===== src/hdl/pom_pkg.sv =====
// Shared constants for the motion-sensor occupancy monitor: field widths,
// operation and result codes, and register reset values. No dependencies.
`default_nettype none

package pom_pkg;

    // Field widths
    localparam int unsigned OP_W       = 2;
    localparam int unsigned STAMP_W    = 16;
    localparam int unsigned SECONDS_W  = 32;
    localparam int unsigned ACC_W      = 16;
    localparam int unsigned RATIO_W    = 17;
    localparam int unsigned RELEASE_W  = 8;
    localparam int unsigned IN_DATA_W  = 56;
    localparam int unsigned OUT_DATA_W = 24;

    // Operation codes on the input tuser
    localparam logic [OP_W-1:0] OP_EDGE   = 2'd0;
    localparam logic [OP_W-1:0] OP_REPORT = 2'd1;
    localparam logic [OP_W-1:0] OP_TICK   = 2'd2;

    // Result kinds on the output tuser
    localparam logic KIND_RATIO   = 1'b0;
    localparam logic KIND_MONITOR = 1'b1;

    // Full-scale ratio (Q1.16 one) and release time after reset
    localparam logic [RATIO_W-1:0]   FULL_SCALE    = 17'h10000;
    localparam logic [RELEASE_W-1:0] RELEASE_RESET = 8'd10;

    // Quotient bits produced by the serial divider
    localparam int unsigned DIV_STEPS = RATIO_W;

endpackage : pom_pkg

`default_nettype wire


===== src/hdl/pir_occupancy_monitor.sv =====
// Occupancy monitor for a motion-sensor output: high/low time accumulation,
// serial ratio divider and occupancy hold timer. Depends on pom_pkg.
//
// Usage:
//   Input transfers carry one event on s_axis: tuser selects edge event,
//   report request or monitor tick; tdata carries pin level, the 16-bit
//   fine timestamp and the 32-bit seconds count.
//   Edge events update the accumulators and give no result.
//   A report runs a restoring divider that produces one quotient bit per
//   cycle; the divider is set up at the transfer, runs its 17 steps and
//   then loads the ratio into the output register once that is free.
//   A report with both accumulators at zero skips the divider and its
//   result goes straight to the output register stage.
//   A monitor tick stages its result, which then waits for the output register.
//   s_axis_tready is low while a report divides and while a staged result
//   waits to move to the output register; so edges are taken every cycle
//   while idle, but no transfer is taken until a report or tick is handed on.
//   The m_axis output register holds a result until the receiver takes it;
//   a stalled receiver holds the block after one more result is finished.
//   Reset (synchronous, i_rst_n low) clears accumulators, timestamp, hold
//   state and output valid, and sets the release time to 10 seconds.
//   A configuration write sets the release time and clears the seen flag;
//   write it only while the block is idle.
`default_nettype none

module pir_occupancy_monitor
    import pom_pkg::*;
(
    input  wire logic                  i_clk,
    input  wire logic                  i_rst_n,
    // Configuration
    input  wire logic                  i_cfg_we,
    input  wire logic [RELEASE_W-1:0]  i_cfg_wdata,    // release_seconds
    // Event stream in
    input  wire logic                  s_axis_tvalid,
    output logic                       s_axis_tready,
    input  wire logic [IN_DATA_W-1:0]  s_axis_tdata,   // pin_level, fine_time[16], whole_seconds[32]
    input  wire logic [OP_W-1:0]       s_axis_tuser,   // operation
    // Result stream out
    output logic                       m_axis_tvalid,
    input  wire logic                  m_axis_tready,
    output logic [OUT_DATA_W-1:0]      m_axis_tdata,   // occupancy_ratio[17], state_changed, occupied
    output logic                       m_axis_tuser    // result_kind
);

    typedef enum logic [1:0] {
        S_IDLE,
        S_DIV,
        S_DONE
    } t_state;

    localparam int unsigned CNT_W = $clog2(DIV_STEPS);
    localparam logic [CNT_W-1:0] LAST_STEP = CNT_W'(DIV_STEPS - 1);

    // Control and state registers
    t_state                 r_state;
    logic [RELEASE_W-1:0]   r_release;
    logic [ACC_W-1:0]       r_high;
    logic [ACC_W-1:0]       r_low;
    logic [STAMP_W-1:0]     r_last_stamp;
    logic                   r_rise_seen;
    logic                   r_hold_active;
    logic [SECONDS_W-1:0]   r_hold_start;

    // Divider registers
    logic [RATIO_W-1:0]     r_rem;
    logic [RATIO_W-1:0]     r_divisor;
    logic [RATIO_W-1:0]     r_quo;
    logic [CNT_W-1:0]       r_cnt;

    // Staged result and output register
    logic                   r_res_kind;
    logic [RATIO_W-1:0]     r_res_ratio;
    logic                   r_res_changed;
    logic                   r_res_occupied;
    logic                   r_out_valid;
    logic [OUT_DATA_W-1:0]  r_out_data;
    logic                   r_out_kind;

    // Input field unpacking
    logic                   in_level;
    logic [STAMP_W-1:0]     in_stamp;
    logic [SECONDS_W-1:0]   in_now;
    logic                   in_fire;

    assign in_level = s_axis_tdata[0];
    assign in_stamp = s_axis_tdata[STAMP_W:1];
    assign in_now   = s_axis_tdata[STAMP_W+SECONDS_W:STAMP_W+1];

    assign s_axis_tready = (r_state == S_IDLE);
    assign in_fire       = s_axis_tvalid && s_axis_tready;

    // Edge event: wrapped elapsed time, saturating accumulate
    logic [STAMP_W-1:0]     n_elapsed;
    logic [ACC_W:0]         n_acc_sum;
    logic [ACC_W-1:0]       n_acc_sat;

    always_comb begin
        n_elapsed = in_stamp - r_last_stamp;
        n_acc_sum = {1'b0, (in_level ? r_low : r_high)} + {1'b0, n_elapsed};
        n_acc_sat = n_acc_sum[ACC_W] ? {ACC_W{1'b1}} : n_acc_sum[ACC_W-1:0];
    end

    // Monitor tick: renew on seen flag, then check release time
    logic                   n_mid_active;
    logic [SECONDS_W-1:0]   n_mid_start;
    logic [SECONDS_W-1:0]   n_age;
    logic                   n_expire;
    logic                   n_tick_changed;
    logic                   n_tick_active;
    logic [SECONDS_W-1:0]   n_tick_start;

    always_comb begin
        n_mid_active   = r_rise_seen || r_hold_active;
        n_mid_start    = r_rise_seen ? in_now : r_hold_start;
        n_age          = in_now - n_mid_start;
        n_expire       = n_mid_active && (n_age > {{(SECONDS_W-RELEASE_W){1'b0}}, r_release});
        n_tick_changed = (r_rise_seen && !r_hold_active) || n_expire;
        n_tick_active  = n_mid_active && !n_expire;
        n_tick_start   = n_expire ? '0 : n_mid_start;
    end

    // Report setup: divisor is the sum of both accumulators
    logic [RATIO_W-1:0]     n_total;

    assign n_total = {1'b0, r_high} + {1'b0, r_low};

    // Compare/subtract unit for the divider: one quotient bit per step
    logic [RATIO_W:0]       n_trial;
    logic                   n_ge;
    logic [RATIO_W:0]       n_diff;

    always_comb begin
        n_trial = (r_cnt == '0) ? {1'b0, r_rem} : {r_rem, 1'b0};
        n_ge    = (n_trial >= {1'b0, r_divisor});
        n_diff  = n_trial - {1'b0, r_divisor};
    end

    // Output register may take the staged result this cycle
    logic                   out_free;

    assign out_free = !r_out_valid || m_axis_tready;

    // State, datapath and output registers
    always_ff @(posedge i_clk) begin
        if (!i_rst_n) begin
            r_state       <= S_IDLE;
            r_release     <= RELEASE_RESET;
            r_high        <= '0;
            r_low         <= '0;
            r_last_stamp  <= '0;
            r_rise_seen   <= 1'b0;
            r_hold_active <= 1'b0;
            r_hold_start  <= '0;
            r_cnt         <= '0;
            r_out_valid   <= 1'b0;
        end else begin
            // Drop the output once the receiver takes it
            if (r_out_valid && m_axis_tready) begin
                r_out_valid <= 1'b0;
            end

            if (i_cfg_we) begin
                r_release   <= i_cfg_wdata;
                r_rise_seen <= 1'b0;
            end

            unique case (r_state)
                S_IDLE: begin
                    if (in_fire) begin
                        unique case (s_axis_tuser)
                            OP_EDGE: begin
                                if (in_level) begin
                                    r_low       <= n_acc_sat;
                                    r_rise_seen <= 1'b1;
                                end else begin
                                    r_high <= n_acc_sat;
                                end
                                r_last_stamp <= in_stamp;
                            end
                            OP_REPORT: begin
                                r_res_kind     <= KIND_RATIO;
                                r_res_ratio    <= '0;
                                r_res_changed  <= 1'b0;
                                r_res_occupied <= 1'b0;
                                r_rem          <= {1'b0, r_high};
                                r_divisor      <= n_total;
                                r_quo          <= '0;
                                r_cnt          <= '0;
                                r_high         <= '0;
                                r_low          <= '0;
                                r_last_stamp   <= in_stamp;
                                r_state        <= (n_total == '0) ? S_DONE : S_DIV;
                            end
                            OP_TICK: begin
                                r_res_kind     <= KIND_MONITOR;
                                r_res_ratio    <= '0;
                                r_res_changed  <= n_tick_changed;
                                r_res_occupied <= n_tick_active;
                                r_hold_active  <= n_tick_active;
                                r_hold_start   <= n_tick_start;
                                r_rise_seen    <= 1'b0;
                                r_state        <= S_DONE;
                            end
                            default: begin
                                // Unused code: take the transfer and ignore it
                            end
                        endcase
                    end
                end
                S_DIV: begin
                    // Advance the divider by one quotient bit
                    r_rem <= n_ge ? n_diff[RATIO_W-1:0] : n_trial[RATIO_W-1:0];
                    r_quo <= {r_quo[RATIO_W-2:0], n_ge};
                    if (r_cnt == LAST_STEP) begin
                        r_res_ratio <= {r_quo[RATIO_W-2:0], n_ge};
                        r_state     <= S_DONE;
                    end else begin
                        r_cnt <= r_cnt + 1'b1;
                    end
                end
                S_DONE: begin
                    // Hand the staged result to the output register
                    if (out_free) begin
                        r_out_valid <= 1'b1;
                        r_out_data  <= {{(OUT_DATA_W-RATIO_W-2){1'b0}}, r_res_occupied,
                                        r_res_changed, r_res_ratio};
                        r_out_kind  <= r_res_kind;
                        r_state     <= S_IDLE;
                    end
                end
                default: begin
                    r_state <= S_IDLE;
                end
            endcase
        end
    end

    assign m_axis_tvalid = r_out_valid;
    assign m_axis_tdata  = r_out_data;
    assign m_axis_tuser  = r_out_kind;

    // Ratio reports never exceed full scale and carry no monitor flags
    a_ratio_range : assert property (@(posedge i_clk) disable iff (!i_rst_n)
        (m_axis_tvalid && (m_axis_tuser == KIND_RATIO)) |->
            ((m_axis_tdata[RATIO_W-1:0] <= FULL_SCALE) &&
             (m_axis_tdata[RATIO_W+1:RATIO_W] == 2'b00)))
        else $error("ratio result out of range or with monitor flags");

    // Monitor results carry a zero ratio field
    a_monitor_ratio : assert property (@(posedge i_clk) disable iff (!i_rst_n)
        (m_axis_tvalid && (m_axis_tuser == KIND_MONITOR)) |->
            (m_axis_tdata[RATIO_W-1:0] == '0))
        else $error("monitor result with nonzero ratio");

    // Divider never runs with a zero divisor and stays within its step count
    a_div_steps : assert property (@(posedge i_clk) disable iff (!i_rst_n)
        (r_state == S_DIV) |-> ((r_divisor != '0) && (r_cnt <= LAST_STEP)))
        else $error("divider step count or divisor invalid");

    // A released hold always clears its start time
    a_release_clear : assert property (@(posedge i_clk) disable iff (!i_rst_n)
        ($fell(r_hold_active) && !$past(i_cfg_we)) |-> (r_hold_start == '0))
        else $error("hold released without clearing start time");

endmodule : pir_occupancy_monitor

`default_nettype wire

===== config.mk =====
export PLATFORM = sky130hd
export DESIGN_NAME = pir_occupancy_monitor
export DESIGN_NICKNAME = d
export VERILOG_FILES = /design/src/hdl/pom_pkg.sv /design/src/hdl/pir_occupancy_monitor.sv
export SDC_FILE = /design/constraint.sdc
export NUM_CORES = 1
export LEC_CHECK = 0
export BUFFER_PORTS_ARGS = -buffer_cell sky130_fd_sc_hd__buf_2
export CAP_MARGIN = 10
export CELL_PAD_IN_SITES_DETAIL_PLACEMENT = 1
export CELL_PAD_IN_SITES_GLOBAL_PLACEMENT = 1
export CORE_ASPECT_RATIO = 1.75
export CORE_MARGIN = 5
export CORE_UTILIZATION = 43
export CTS_BUF_LIST = sky130_fd_sc_hd__clkbuf_16
export CTS_CLUSTER_DIAMETER = 40
export CTS_CLUSTER_SIZE = 16
export DETAILED_ROUTE_END_ITERATION = 8
export GPL_TIMING_DRIVEN = 0
export PLACE_DENSITY_LB_ADDON = 0.2
export SLEW_MARGIN = 20
export SYNTH_ARGS = -nofsm -noshare
export SYNTH_HDL_FRONTEND = slang
export SYNTH_SLANG_ARGS = --single-unit

===== constraint.sdc =====
create_clock -name i_clk -period 4.9 [get_ports i_clk]
set_input_delay 0.49 -clock i_clk [delete_from_list [all_inputs] [get_ports i_clk]]
set_output_delay 0.49 -clock i_clk [all_outputs]
set_load 0.03 [all_outputs]

======== Word level (Yosys, flattened, before mapping) ========
Cells that the tools add are included.
W data, S select, Z words.
word-level totals
  register bits after elaboration ......... 188
  logic and storage cells ................. 113
cells by class
  add/subtract/negate cells ............... 6
  order comparisons ....................... 2
  equality and inequality tests ........... 14
  multiplexer cells ....................... 41
  reductions and logical operators ........ 31
operator list
  kind                   count
  $mux W17               6
  $mux W16               6
  $pmux W16 S2           3
  $pmux W17 S2           2
  $mux W32               2
  $add A16 B16 Y17       2
  $gt A32 B8 Y1          1
  $sub A32 B32 Y32       1
  $reduce_and A4 Y1      7
  $ge A18 B17 Y1         1
  $mux W18               1
  $logic_not A17 Y1      1
  $sub A17 B17 Y17       1
  $sub A16 B16 Y16       1
  $mux W5                3
  $ne A2 B2 Y1 const B   6
  $pmux W5 S2            1
  $reduce_and A3 Y1      3
  $mux W2                4
  $pmux W1 S2            4
  $mux W1                7
  $pmux W2 S3            1
  $reduce_bool A2 Y1     3
  $add A5 B1 Y5 const B  1
  other kinds (13)       26

======== Logic depth before layout (Yosys ltp) ========
Gate-level depths: netlist (run 1).
  word-level depth ........................ 7
  mapped depth ............................ 21
  depth with buffers taken out ............ 21

======== Least setup slack after synthesis (run 1) ========
Ideal clock, no wire load.
  path type ............................... reg-to-reg
  from .................................... register r_cnt[0]
  to ...................................... register r_rem[1] (data pin)
  data arrival time ....................... 4.434 ns
  setup slack ............................. 0.195 ns
  stages on the path, launching flop included .. 17
  period minus slack after synthesis ...... 4.705 ns
  path through ............................ dfxtp_1 inv_1 ha_1 nor4b_2 clkbuf_1 mux2_2 fa_1 a21o_1 a21oi_1 o21bai_1 a2111oi_1 or4_1 a311oi_1 nor2_1 buf_2 buf_2 o221ai_1
between the ends
  word-level cells in the longest chain between the ends .. 5
  elaborated cells between the ends (all ways) .. 6
ends and longest elaborated chain
  element                                             line                                                        text
  start: declaration                                  pir_occupancy_monitor.sv:69                                 logic [CNT_W-1:0] r_cnt;
  start signal: assignment                            pir_occupancy_monitor.sv:219                                r_cnt <= r_cnt + 1'b1;
  $logic_not A5 Y1 *                                  pir_occupancy_monitor.sv:134                                n_trial = (r_cnt == '0) ? {1'b0, r_rem} : {r_rem, 1'b0};
  $mux W18 *                                          pir_occupancy_monitor.sv:134
  $sub A17 B17 Y17 or $ge A18 B17 Y1 (tied branches)  pir_occupancy_monitor.sv:136, pir_occupancy_monitor.sv:135
  $mux W17 *                                          pir_occupancy_monitor.sv:213                                r_rem <= n_ge ? n_diff[RATIO_W-1:0] : n_trial[RATIO_W-1:0];
  $pmux W17 S2 *                                      pir_occupancy_monitor.sv:168                                unique case (r_state)
  end signal: assignment                              pir_occupancy_monitor.sv:186                                r_rem <= {1'b0, r_high};
  end signal: assignment                              pir_occupancy_monitor.sv:213
  end: declaration                                    pir_occupancy_monitor.sv:66                                 logic [RATIO_W-1:0] r_rem;
Every way passes the cells marked *; elsewhere a longest branch is shown, timed or not.
A chain may end at the register's enable or synchronous reset.

======== Worst setup path after layout (run 1) ========
  from .................................... register r_last_stamp[1]
  to ...................................... register r_low[2]
between the ends
  word-level cells in the longest chain between the ends .. 5
ends and longest elaborated chain
  element                   line                          text
  start: declaration        pir_occupancy_monitor.sv:60   logic [STAMP_W-1:0] r_last_stamp;
  start signal: assignment  pir_occupancy_monitor.sv:179  r_last_stamp <= in_stamp;
  start signal: assignment  pir_occupancy_monitor.sv:192  r_last_stamp <= in_stamp;
  $sub A16 B16 Y16          pir_occupancy_monitor.sv:99   n_elapsed = in_stamp - r_last_stamp;
  $add A16 B16 Y17          pir_occupancy_monitor.sv:100  n_acc_sum = {1'b0, (in_level ? r_low : r_high)} + {1'b0, n_elapsed};
  $mux W16                  pir_occupancy_monitor.sv:101  n_acc_sat = n_acc_sum[ACC_W] ? {ACC_W{1'b1}} : n_acc_sum[ACC_W-1:0];
  $mux W16                  pir_occupancy_monitor.sv:173  if (in_level) begin
  $pmux W16 S2              pir_occupancy_monitor.sv:171  unique case (s_axis_tuser)
  end signal: assignment    pir_occupancy_monitor.sv:174  r_low <= n_acc_sat;
  end: declaration          pir_occupancy_monitor.sv:59   logic [ACC_W-1:0] r_low;
No other way between the ends. The select of a mux whose other input is x is not followed.

==> results.toml, run 1 <==
[worst_setup_path]
timing.rr.end = "r_low[2]"
path_max_fanout = 10
cp-end-kind = "flip-flop"
critPathSlowestCell = "a2111o_1"
cp_data_required_time_ns = 5.26
crit_arrival_ns = 5.02
worstReg2RegStart = "r_last_stamp[1]"
worst-path-buf-inv = 2
cp_cell_sequence = "inv_1 > ha_1 > nor2b_1 > o21ai_0 > a21boi_0 > o21ai_0 > a21oi_1 > a41o_1 > o41ai_2 > xnor2_1 > ha_1 > or2_2 > a2111o_1 > a311oi_4 > o21a_2 > buf_4 > o21ai_1 > a22o_1"
cpLargestDelayFamily = "compound AO/OA/AOI/OAI gates"
r2r_slack_ns = 0.24
worstSetupStartpointType = "flip-flop"
crit_type = "flip-flop to flip-flop"
cpPeakStageDelay_ns = 0.42
rr_worst_depth = 18

[grt]
grt_pass1_vias = 12400
grt_usage = 0.237
grt_first_pass_wirelength_um = 63200
grt_antenna_before_repair = 6
grt_max_degree = 25
overflow = 0

[cells_and_area]
final_common_cell = "nand2_1"
area_growth_pct = 14.6
finalInstanceArea_um2 = 15100
most-common-layout-cells = "136 x nand2_1, 109 x ha_1, 100 x a21oi_1"
nNetsFinal = 1755
nFillCells = 3523
final_util = 0.500
drive_gt1_frac = 0.177

[clocking]
root_buffer = "clkbuf_16"
clock_latency_ns = 0.47
cts_hold_buf = 0
cts-htree-levels = 4
clockBufferDepth = 2
cts_tree = "yes"
clk_pin_slew_worst_paths_ns = 0.09
cts_buffers = 17
cts.sinks = 188

[place]
dpl.hpwl_um = 33300
place_area_um2 = 14200
port_buffers = 85
gp_congestion = 0.910
post-place-ws_ns = -1.10

[power_and_ir_drop]
power_density_nw_per_um2 = 389
p_total_mw = 5.87
ir_worst_vdd_mv = 0.280
p_leak_nw = 6.00

[sta]
setup_viol = 0
max_slew.worst_pin.slew_ns = 1.01
slew_viol_final = 0
period_share = 0.951
fin_skew_ns = 0.0148
hold_viol = 0
fin_crit_ns = 4.66
max_freq_ghz = 0.215
fin_setup_tns_ns = 0
slew-limit-headroom = 0.328
fin_ws_ns = 0.239

[worst_hold_path]
hold_class = "input pin to flip-flop"
worstHoldStart = "i_cfg_wdata[3]"
min_to = "r_release[3]"
whs_path_depth = 3

[floorplanning]
core-area_um2 = 30200
boundaryPins = 98
die_h_um = 241
die_w_um = 142
initial_core_util = 0.436
dieArea_um2 = 34400
rows = 84

[logic_synthesis]
synth-edff-count = 90
avgSynthCellArea_um2 = 9.08
ys.flop_type = "dfxtp_1"
ys_seq_area_frac = 0.354
synthCells = 1450
ys_seq_elements = 188
yosysUniqueCellTypes = 87
async_reset_ff_frac = 0
ys_warn_count = 0
syn_area_um2 = 13200

[drt]
drc_errors = 0
drtAntennaViolNets = 0
vias_per_cell = 5.84
first_iter_violations = 377
wl_per_cell_um = 20.6
vias = 11500
wl_um = 40600
first_pass_iters = 4

[outcome]
status = "finished clean"

[run]
max_cap_viol_count = 0
## cell families after synthesis
logic type | share of synthesized area
AND/OR/NAND/NOR | 0.169
buffers and inverters | 0.0479
other | 0.000285
flip-flops | 0.354
adder cells (fa/ha/maj) | 0.112
multiplexers | 0.0589
AO/OA/AOI/OAI | 0.217
XOR/XNOR | 0.0406
## worst register-to-register path: cells and delay by family (launching register included)
kind	cells	cell delay, ns
AO/OA/AOI/OAI	11	2.85
adder cells (fa/ha/maj)	2	0.49
AND/OR/NAND/NOR	2	0.44
flip-flops	1	0.38
buffers and inverters	2	0.26
XOR/XNOR	1	0.15
## metrics by stage
step           std cells  hold slack [ns]
2_1_floorplan       1454            0.400
3_3_place_gp        1926            0.401
3_5_place_dp        1929            0.407
4_1_cts             1965            0.240
5_1_grt             1969            0.259
6_report            1971            0.247
## sequential cells by signal, summed over array words and instances (netlist names)
| register | flops |
|---|---|
| r_res_ratio | 17 |
| r_res_changed | 1 |
| r_rise_seen | 1 |
| r_res_occupied | 1 |
| r_hold_start | 32 |
| m_axis_tvalid | 1 |
| r_cnt | 5 |
| r_hold_active | 1 |
| r_state | 2 |
| m_axis_tuser | 1 |
| r_low | 16 |
| r_rem | 17 |
| m_axis_tdata | 19 |
| r_quo | 16 |
| r_high | 16 |
| r_res_kind | 1 |
| r_release | 8 |
| r_last_stamp | 16 |
| r_divisor | 17 |
## worst max-delay path by stage
stage	startpoint	end	slack (ns)	cells after the start
final	r_last_stamp[1]	r_low[2]	0.24	18
after global routing	r_cnt[0]	r_rem[7]	-0.007	18
after CTS	r_rise_seen	r_hold_start[1]	0.008	20
after detailed placement	r_cnt[0]	r_rem[1]	-1.10	17
after global placement	r_cnt[0]	r_rem[1]	-1.96	16
after floorplan	r_cnt[0]	r_rem[1]	0.20	16
## cell usage after synthesis (all sizes together) (5+ instances only)
cell     instances  area, µm²
or3              7       43.8
nor4             7       58.8
mux2            33        375
a22o            22        193
fa               5        100
nor3            50        255
xnor2           43        377
dfxtp           98       1960
mux2i           40        400
nor2b           29        181
o21a            15        113
o211ai          11       87.6
a21boi          27        203
a21o            21        158
o21bai           8       60.1
inv             88        330
clkbuf          41        154
nor2            99        372
ha             110       1380
nand2b          16        100
nand4           11       68.8
a211oi           8       60.1
nand2          138        523
and3            11       68.8
a22oi            6       45.0
o31ai           11       92.6
o21ai           95        599
a21oi          114        604
a2111oi          8       91.3
a31oi           13       81.3
a211o            7       61.3
or2             11       68.8
buf             23        146
and2            28        175
edfxtp          90       2700
nand3           23        120
xor2            18        158
## cell type report
class	count	area [µm²]	area share
tap	387	484	0.0321
antenna	2	5.00	0.000332
multi-input combinational	1114	8090	0.536
clock buffer	17	425	0.0282
inverter	88	330	0.0219
sequential	188	4660	0.309
timing repair buffer	97	548	0.0363
clock inverter	15	216	0.0143
buffer	63	328	0.0217
## power by group
part,total [mW],switching [mW],internal [mW],leakage (nW)
sequential,1.94,0.0872,1.85,1.63
combinational,2.40,1.48,0.920,4.06
clock,1.53,0.800,0.728,0.310
total,5.87,2.37,3.50,6.00
## timing repair
| item | CTS | global route |
|---|---|---|
| pin swaps | 2 | 7 |
| hold endpoints to repair | 0 | 0 |
| gates cloned | 0 | 0 |
| gates resized for setup | 27 | 26 |
| buffers inserted | 4 | 5 |
| endpoints found under the setup margin | 86 | 80 |
## per-layer routing
layer	part of all wire	vias to the layer above	track usage
met5	0.0013	-	0
met4	0.066	10	0.157
met3	0.022	137	0.0354
met2	0.60	187	0.498
met1	0.31	5659	0.193
li1	-	5508	-
No activity file was read; power rests on OpenSTA's default activity.
==> inputs of run 2 (changes only) <==
PLACE_DENSITY_LB_ADDON = 0.1   (was 0.2)
==> run 2 against run 1 <==
Against the previous run:
- die area unchanged
- clock-buffer cell count did not move
- worst setup slack got worse by 0.015 ns
- cell count shrank 0.10%
- register-to-register slack worse by 0.02 ns
- sequential cell count unchanged
- fmax fell by 0.33%
- critical endpoint is now r_low[15]
- largest power group unchanged
==> results.toml, run 2 (synthesis gave the netlist of run 1 again) <==
[cells_and_area]
top_register = "r_hold_start"
drive_gt1_frac = 0.175
final_common_cell = "nand2_1"
nFillCells = 3547
finalNonFillerCells = 1969
most-common-layout-cells = "136 x nand2_1, 109 x ha_1, 101 x a21oi_1"
top_regs = "r_hold_start x32, m_axis_tdata x19"
finalInstanceArea_um2 = 15100
nNetsFinal = 1753
area_growth_pct = 14.6
largest_register_ffs = 32

[place]
gp_congestion = 0.887
post-place-ws_ns = -1.49
dpl.hpwl_um = 33300
port_buffers = 85
place_area_um2 = 14100
dp.cells = 1928

[floorplanning]
rows = 84
core-area_um2 = 30200
initial_core_util = 0.436
die_w_um = 142
dieArea_um2 = 34400
boundaryPins = 98
die_h_um = 241

[sta]
fin_crit_ns = 4.68
fin_ws_ns = 0.224
slew_viol_final = 0
max_freq_ghz = 0.214
hold_viol = 0
period_share = 0.954
fin_skew_ns = 0.0192
setup_viol = 0
slew-limit-headroom = 0.346
max_slew.worst_pin.slew_ns = 0.980

[grt]
gr-usage-met3 = 0.0361
grt_pass1_vias = 12500
grt_max_degree = 24
overflow = 0
grt_first_pass_wirelength_um = 63800
grt_usage = 0.239
grt_antenna_before_repair = 5
met1_usage = 0.200
grtUsageMet2 = 0.503
grt_busiest_layer = "met2"

[drt]
vias_per_cell = 5.71
first_pass_iters = 4
first_iter_violations = 373
drc_errors = 0
wl_per_cell_um = 20.5
drtAntennaViolNets = 0
wl_um = 40400
vias = 11300

[clocking]
clk_pin_slew_worst_paths_ns = 0.08
clockBufferDepth = 2
cts-htree-levels = 4
clock_latency_ns = 0.47
cts_buffers = 17
cts.sinks = 188
cts_hold_buf = 0
cts_tree = "yes"
root_buffer = "clkbuf_16"

[power_and_ir_drop]
clkPwrFrac = 0.257
p_total_mw = 5.76
p_seq_frac = 0.336
combPwrFrac = 0.407
cell_internal_pwr_mw = 3.46
power_density_nw_per_um2 = 382
ir_worst_vdd_mv = 0.274
p_leak_nw = 6.00
switching_share = 0.399
switching_power_mw = 2.30

[worst_setup_path]
crit_type = "flip-flop to flip-flop"
crit_arrival_ns = 5.03
cpPeakStageDelay_ns = 0.47
cpLargestDelayFamily = "compound AO/OA/AOI/OAI gates"
worstSetupStartpointType = "flip-flop"
cp-end-kind = "flip-flop"
cp_data_required_time_ns = 5.25
worst-path-buf-inv = 1
path_max_fanout = 10
critPathSlowestCell = "a2111o_1"
critPathMostFrequentCell = "o21ai_1"
cp_cell_sequence = "ha_1 > fa_1 > nor2b_1 > o21ai_0 > a21boi_1 > o21ai_1 > a21boi_1 > o21ai_1 > a21oi_2 > o41ai_4 > xnor2_1 > ha_1 > or2_2 > a2111o_1 > a311oi_4 > o21a_2 > buf_4 > o21ai_1 > a22o_1"

[run]
max_cap_viol_count = 0

[outcome]
status = "finished clean"

[worst_hold_path]
hold_class = "input pin to flip-flop"
==> run 2: worst min-delay path, delay by kind of cell <==
kind | cells | cell delay (ns)
AOI/OAI and AO/OA | 1 | 0.07
buffers and inverters | 1 | 0.07
and+or+nand+nor | 1 | 0.04
==> run 2: power groups by stage <==
stage                     clock (mW)  sequential [mW]  combinational (mW)
after global placement             0             1.97                2.18
final                           1.48             1.94                2.35
after detailed placement           0             1.97                2.26
after floorplan                    0             1.96                1.59
after CTS                       1.52             1.94                2.34
after global routing            1.59             1.95                2.59
==> run 2: layout make-up <==
| class | instances | area (µm²) | area share |
|---|---|---|---|
| sequential | 188 | 4660 | 0.309 |
| clock inverter | 15 | 219 | 0.0145 |
| inverter | 88 | 330 | 0.0219 |
| tap | 387 | 484 | 0.0321 |
| clock buffer | 17 | 425 | 0.0282 |
| antenna | 2 | 5.00 | 0.000332 |
| buffer | 63 | 333 | 0.0220 |
| timing repair buffer | 95 | 524 | 0.0347 |
| multi-input combinational | 1114 | 8110 | 0.537 |
==> run 2: metrics by stage <==
| stage | hold WS [ns] | util | TNS (ns) |
|---|---|---|---|
| floorplan | 0.400 | - | 0 |
| global placement | 0.402 | 0.467 | -79.83 |
| CTS | 0.228 | 0.497 | 0 |
| global route | 0.262 | 0.500 | -0.00442 |
| finish | 0.249 | 0.500 | 0 |
| detailed placement | 0.405 | 0.469 | -76.20 |
==> run 2: what timing repair did <==
item                                    CTS  global route
setup buffers                             4             4
resized for setup                        36            21
endpoints found under the setup margin   86            78
pin swaps                                 4             8
hold endpoints to repair                  0             0
==> run 2: worst paths after layout <==
path,endpoint,from,slack (ns),depth (start not counted)
worst min register to register,m_axis_tdata[13],r_res_ratio[13],0.43,0
worst min-delay path,r_release[3],i_cfg_wdata[3],0.25,3
worst max register to register,r_low[15],r_last_stamp[0],0.22,19
worst max-delay path,r_low[15],r_last_stamp[0],0.22,19
==> run 2: routing by layer <==
metal	wire length, µm	vias up
li1	-	5500
met1	12600	5453
met2	24300	173
met3	904	119
met4	2540	6
met5	31	-
==> inputs of run 3 (changes only) <==
CORE_UTILIZATION = 48   (was 43)
clock period = 5.1 ns   (was 4.9 ns; I/O delays follow)
==> run 3 against run 2 <==
Against the previous run:
- total power decreased by 4.3%
- worst hold slack improved by 0.052 ns
- highest routed layer unchanged
- sequential cell count unchanged
- routed wire length decreased by 4.4%
- critical path depth increased by 1
- via count decreased by 0.20%
- combinational power decreased by 5%
- largest power group unchanged
==> results.toml, run 3 (synthesis gave the netlist of run 1 again) <==
[cells_and_area]
drive_gt1_frac = 0.167
area_growth_pct = 13.4
final_common_cell = "nand2_1"
regArea_um2 = 4660
final_util = 0.548
multi_input_area_um2 = 8040
top_register = "r_hold_start"
nFillCells = 3219
most-common-layout-cells = "136 x nand2_1, 110 x ha_1, 102 x a21oi_1"
largest_register_ffs = 32
finalNonFillerCells = 1944
nNetsFinal = 1748
n_antenna_cell = 0
top_regs = "r_hold_start x32, m_axis_tdata x19"

[floorplanning]
core-area_um2 = 27200
initial_core_util = 0.484
rows = 80
dieArea_um2 = 31000
die_h_um = 229
boundaryPins = 98
die_w_um = 135

[outcome]
status = "finished clean"

[grt]
grt_first_pass_wirelength_um = 61500
grt_antenna_before_repair = 1
grt_usage = 0.250
grt_max_degree = 26
overflow = 0
grt_pass1_vias = 12200

[worst_setup_path]
cp_cell_sequence = "ha_1 > fa_1 > nor2b_1 > o21ai_1 > a21boi_1 > o21ai_1 > a21boi_0 > o21ai_1 > a21oi_1 > nor2_1 > xnor2_2 > ha_1 > nand2_1 > o21ai_0 > a2111o_1 > a311oi_4 > o21a_2 > clkbuf_4 > o21ai_1 > a22o_1"
crit_arrival_ns = 5.17
cpLargestDelayFamily = "compound AO/OA/AOI/OAI gates"
crit_type = "flip-flop to flip-flop"
cp-end-kind = "flip-flop"
worst-path-buf-inv = 1
cpPeakStageDelay_ns = 0.49
worstSetupStartpointType = "flip-flop"
critPathMostFrequentCell = "o21ai_1"
cp_data_required_time_ns = 5.44
path_max_fanout = 10
critPathSlowestCell = "a2111o_1"

[sta]
max_freq_ghz = 0.207
setup_viol = 0
max_slew.worst_pin.slew_ns = 0.890
grt_setup_unrepaired = "false"
fin_skew_ns = 0.0137
period_share = 0.946
slew-limit-headroom = 0.406
slew_viol_final = 0
hold_viol = 0
fin_crit_ns = 4.82
fin_setup_tns_ns = 0

[power_and_ir_drop]
switching_share = 0.400
clkPwrFrac = 0.259
power_density_nw_per_um2 = 370
switching_power_mw = 2.20
p_seq_frac = 0.337
cell_internal_pwr_mw = 3.31
p_leak_nw = 5.93
combPwrFrac = 0.404
ir_worst_vdd_mv = 0.256
p_total_mw = 5.51

[drt]
drc_errors = 0
wl_um = 38600
first_pass_iters = 4
first_iter_violations = 393
vias = 11200
vias_per_cell = 5.78
drtAntennaViolNets = 0
wl_per_cell_um = 19.8

[clocking]
cts_tree = "yes"
root_buffer = "clkbuf_16"
cts.sinks = 188
cts_hold_buf = 0
cts-htree-levels = 4
cts_buffers = 17
clock_latency_ns = 0.47
clk_pin_slew_worst_paths_ns = 0.07
clockBufferDepth = 2

[worst_hold_path]
hold_class = "input pin to flip-flop"

[place]
port_buffers = 85
dpl.hpwl_um = 31100
dp.cells = 1910
gp_congestion = 0.881

[run]
max_cap_viol_count = 0
==> run 3: cell types whose count changed in the layout (fill, tap and decap cells not counted), moves of 2 or more <==
cell and delta:
diode_2 -2, buf_4 -7, mux2i_2 -4, o41ai_2 +2
o41ai_4 -2, mux2i_1 +4
==> run 3: timing repair <==
item,in CTS,in global routing
endpoints found under the setup margin,77,65
pin swaps,0,3
endpoints found under the hold margin,0,0
setup buffers,2,0
gates cloned,0,0
resized for setup,15,23
==> run 3: final timing paths <==
check	to	slack, ns	depth (start not counted)	start
setup / recovery	r_high[15]	0.28	20	r_last_stamp[0]
hold / removal	r_release[1]	0.30	3	i_cfg_wdata[1]
setup reg to reg	r_high[15]	0.28	20	r_last_stamp[0]
hold reg to reg	m_axis_tdata[16]	0.43	0	r_res_ratio[16]
==> run 3: cell type report <==
| class | instances | area share |
|---|---|---|
| tap | 369 | 0.0309 |
| sequential | 188 | 0.313 |
| buffer | 64 | 0.0215 |
| inverter | 88 | 0.0221 |
| multi-input combinational | 1114 | 0.538 |
| timing repair buffer | 89 | 0.0316 |
| clock inverter | 15 | 0.0143 |
| clock buffer | 17 | 0.0285 |
==> run 3: layer usage <==
metal | up-vias | GRT usage | share of wire
li1 | 5514 | - | -
met3 | 85 | 0.0338 | 0.020
met2 | 172 | 0.506 | 0.58
met1 | 5455 | 0.242 | 0.36
met5 | - | 0 | 0.00041
met4 | 2 | 0.111 | 0.040
==> run 3: worst min-delay path, delay by kind of cell <==
kind                   cells  cell delay [ns]
AOI/OAI and AO/OA          1             0.07
and+or+nand+nor            1             0.05
buffers and inverters      1             0.09
==> run 3: power by group through the flow <==
stage / Combinational [mW] / Sequential, mW / Clock, mW
floorplan: 1.53 / 1.88 / 0
global placement: 2.08 / 1.89 / 0
detailed placement: 2.15 / 1.89 / 0
CTS: 2.21 / 1.86 / 1.46
global route: 2.46 / 1.87 / 1.52
finish: 2.23 / 1.86 / 1.43
==> run 3: per-stage QoR <==
stage | cell area [µm²] | setup WS (ns) | hold WS (ns)
3_3_place_gp | 14100 | -1.42 | 0.401
6_report | 14900 | 0.276 | 0.300
5_1_grt | 14900 | 0.00638 | 0.297
2_1_floorplan | 13200 | 0.395 | 0.400
4_1_cts | 14800 | 0.0379 | 0.287
3_5_place_dp | 14100 | -1.06 | 0.405
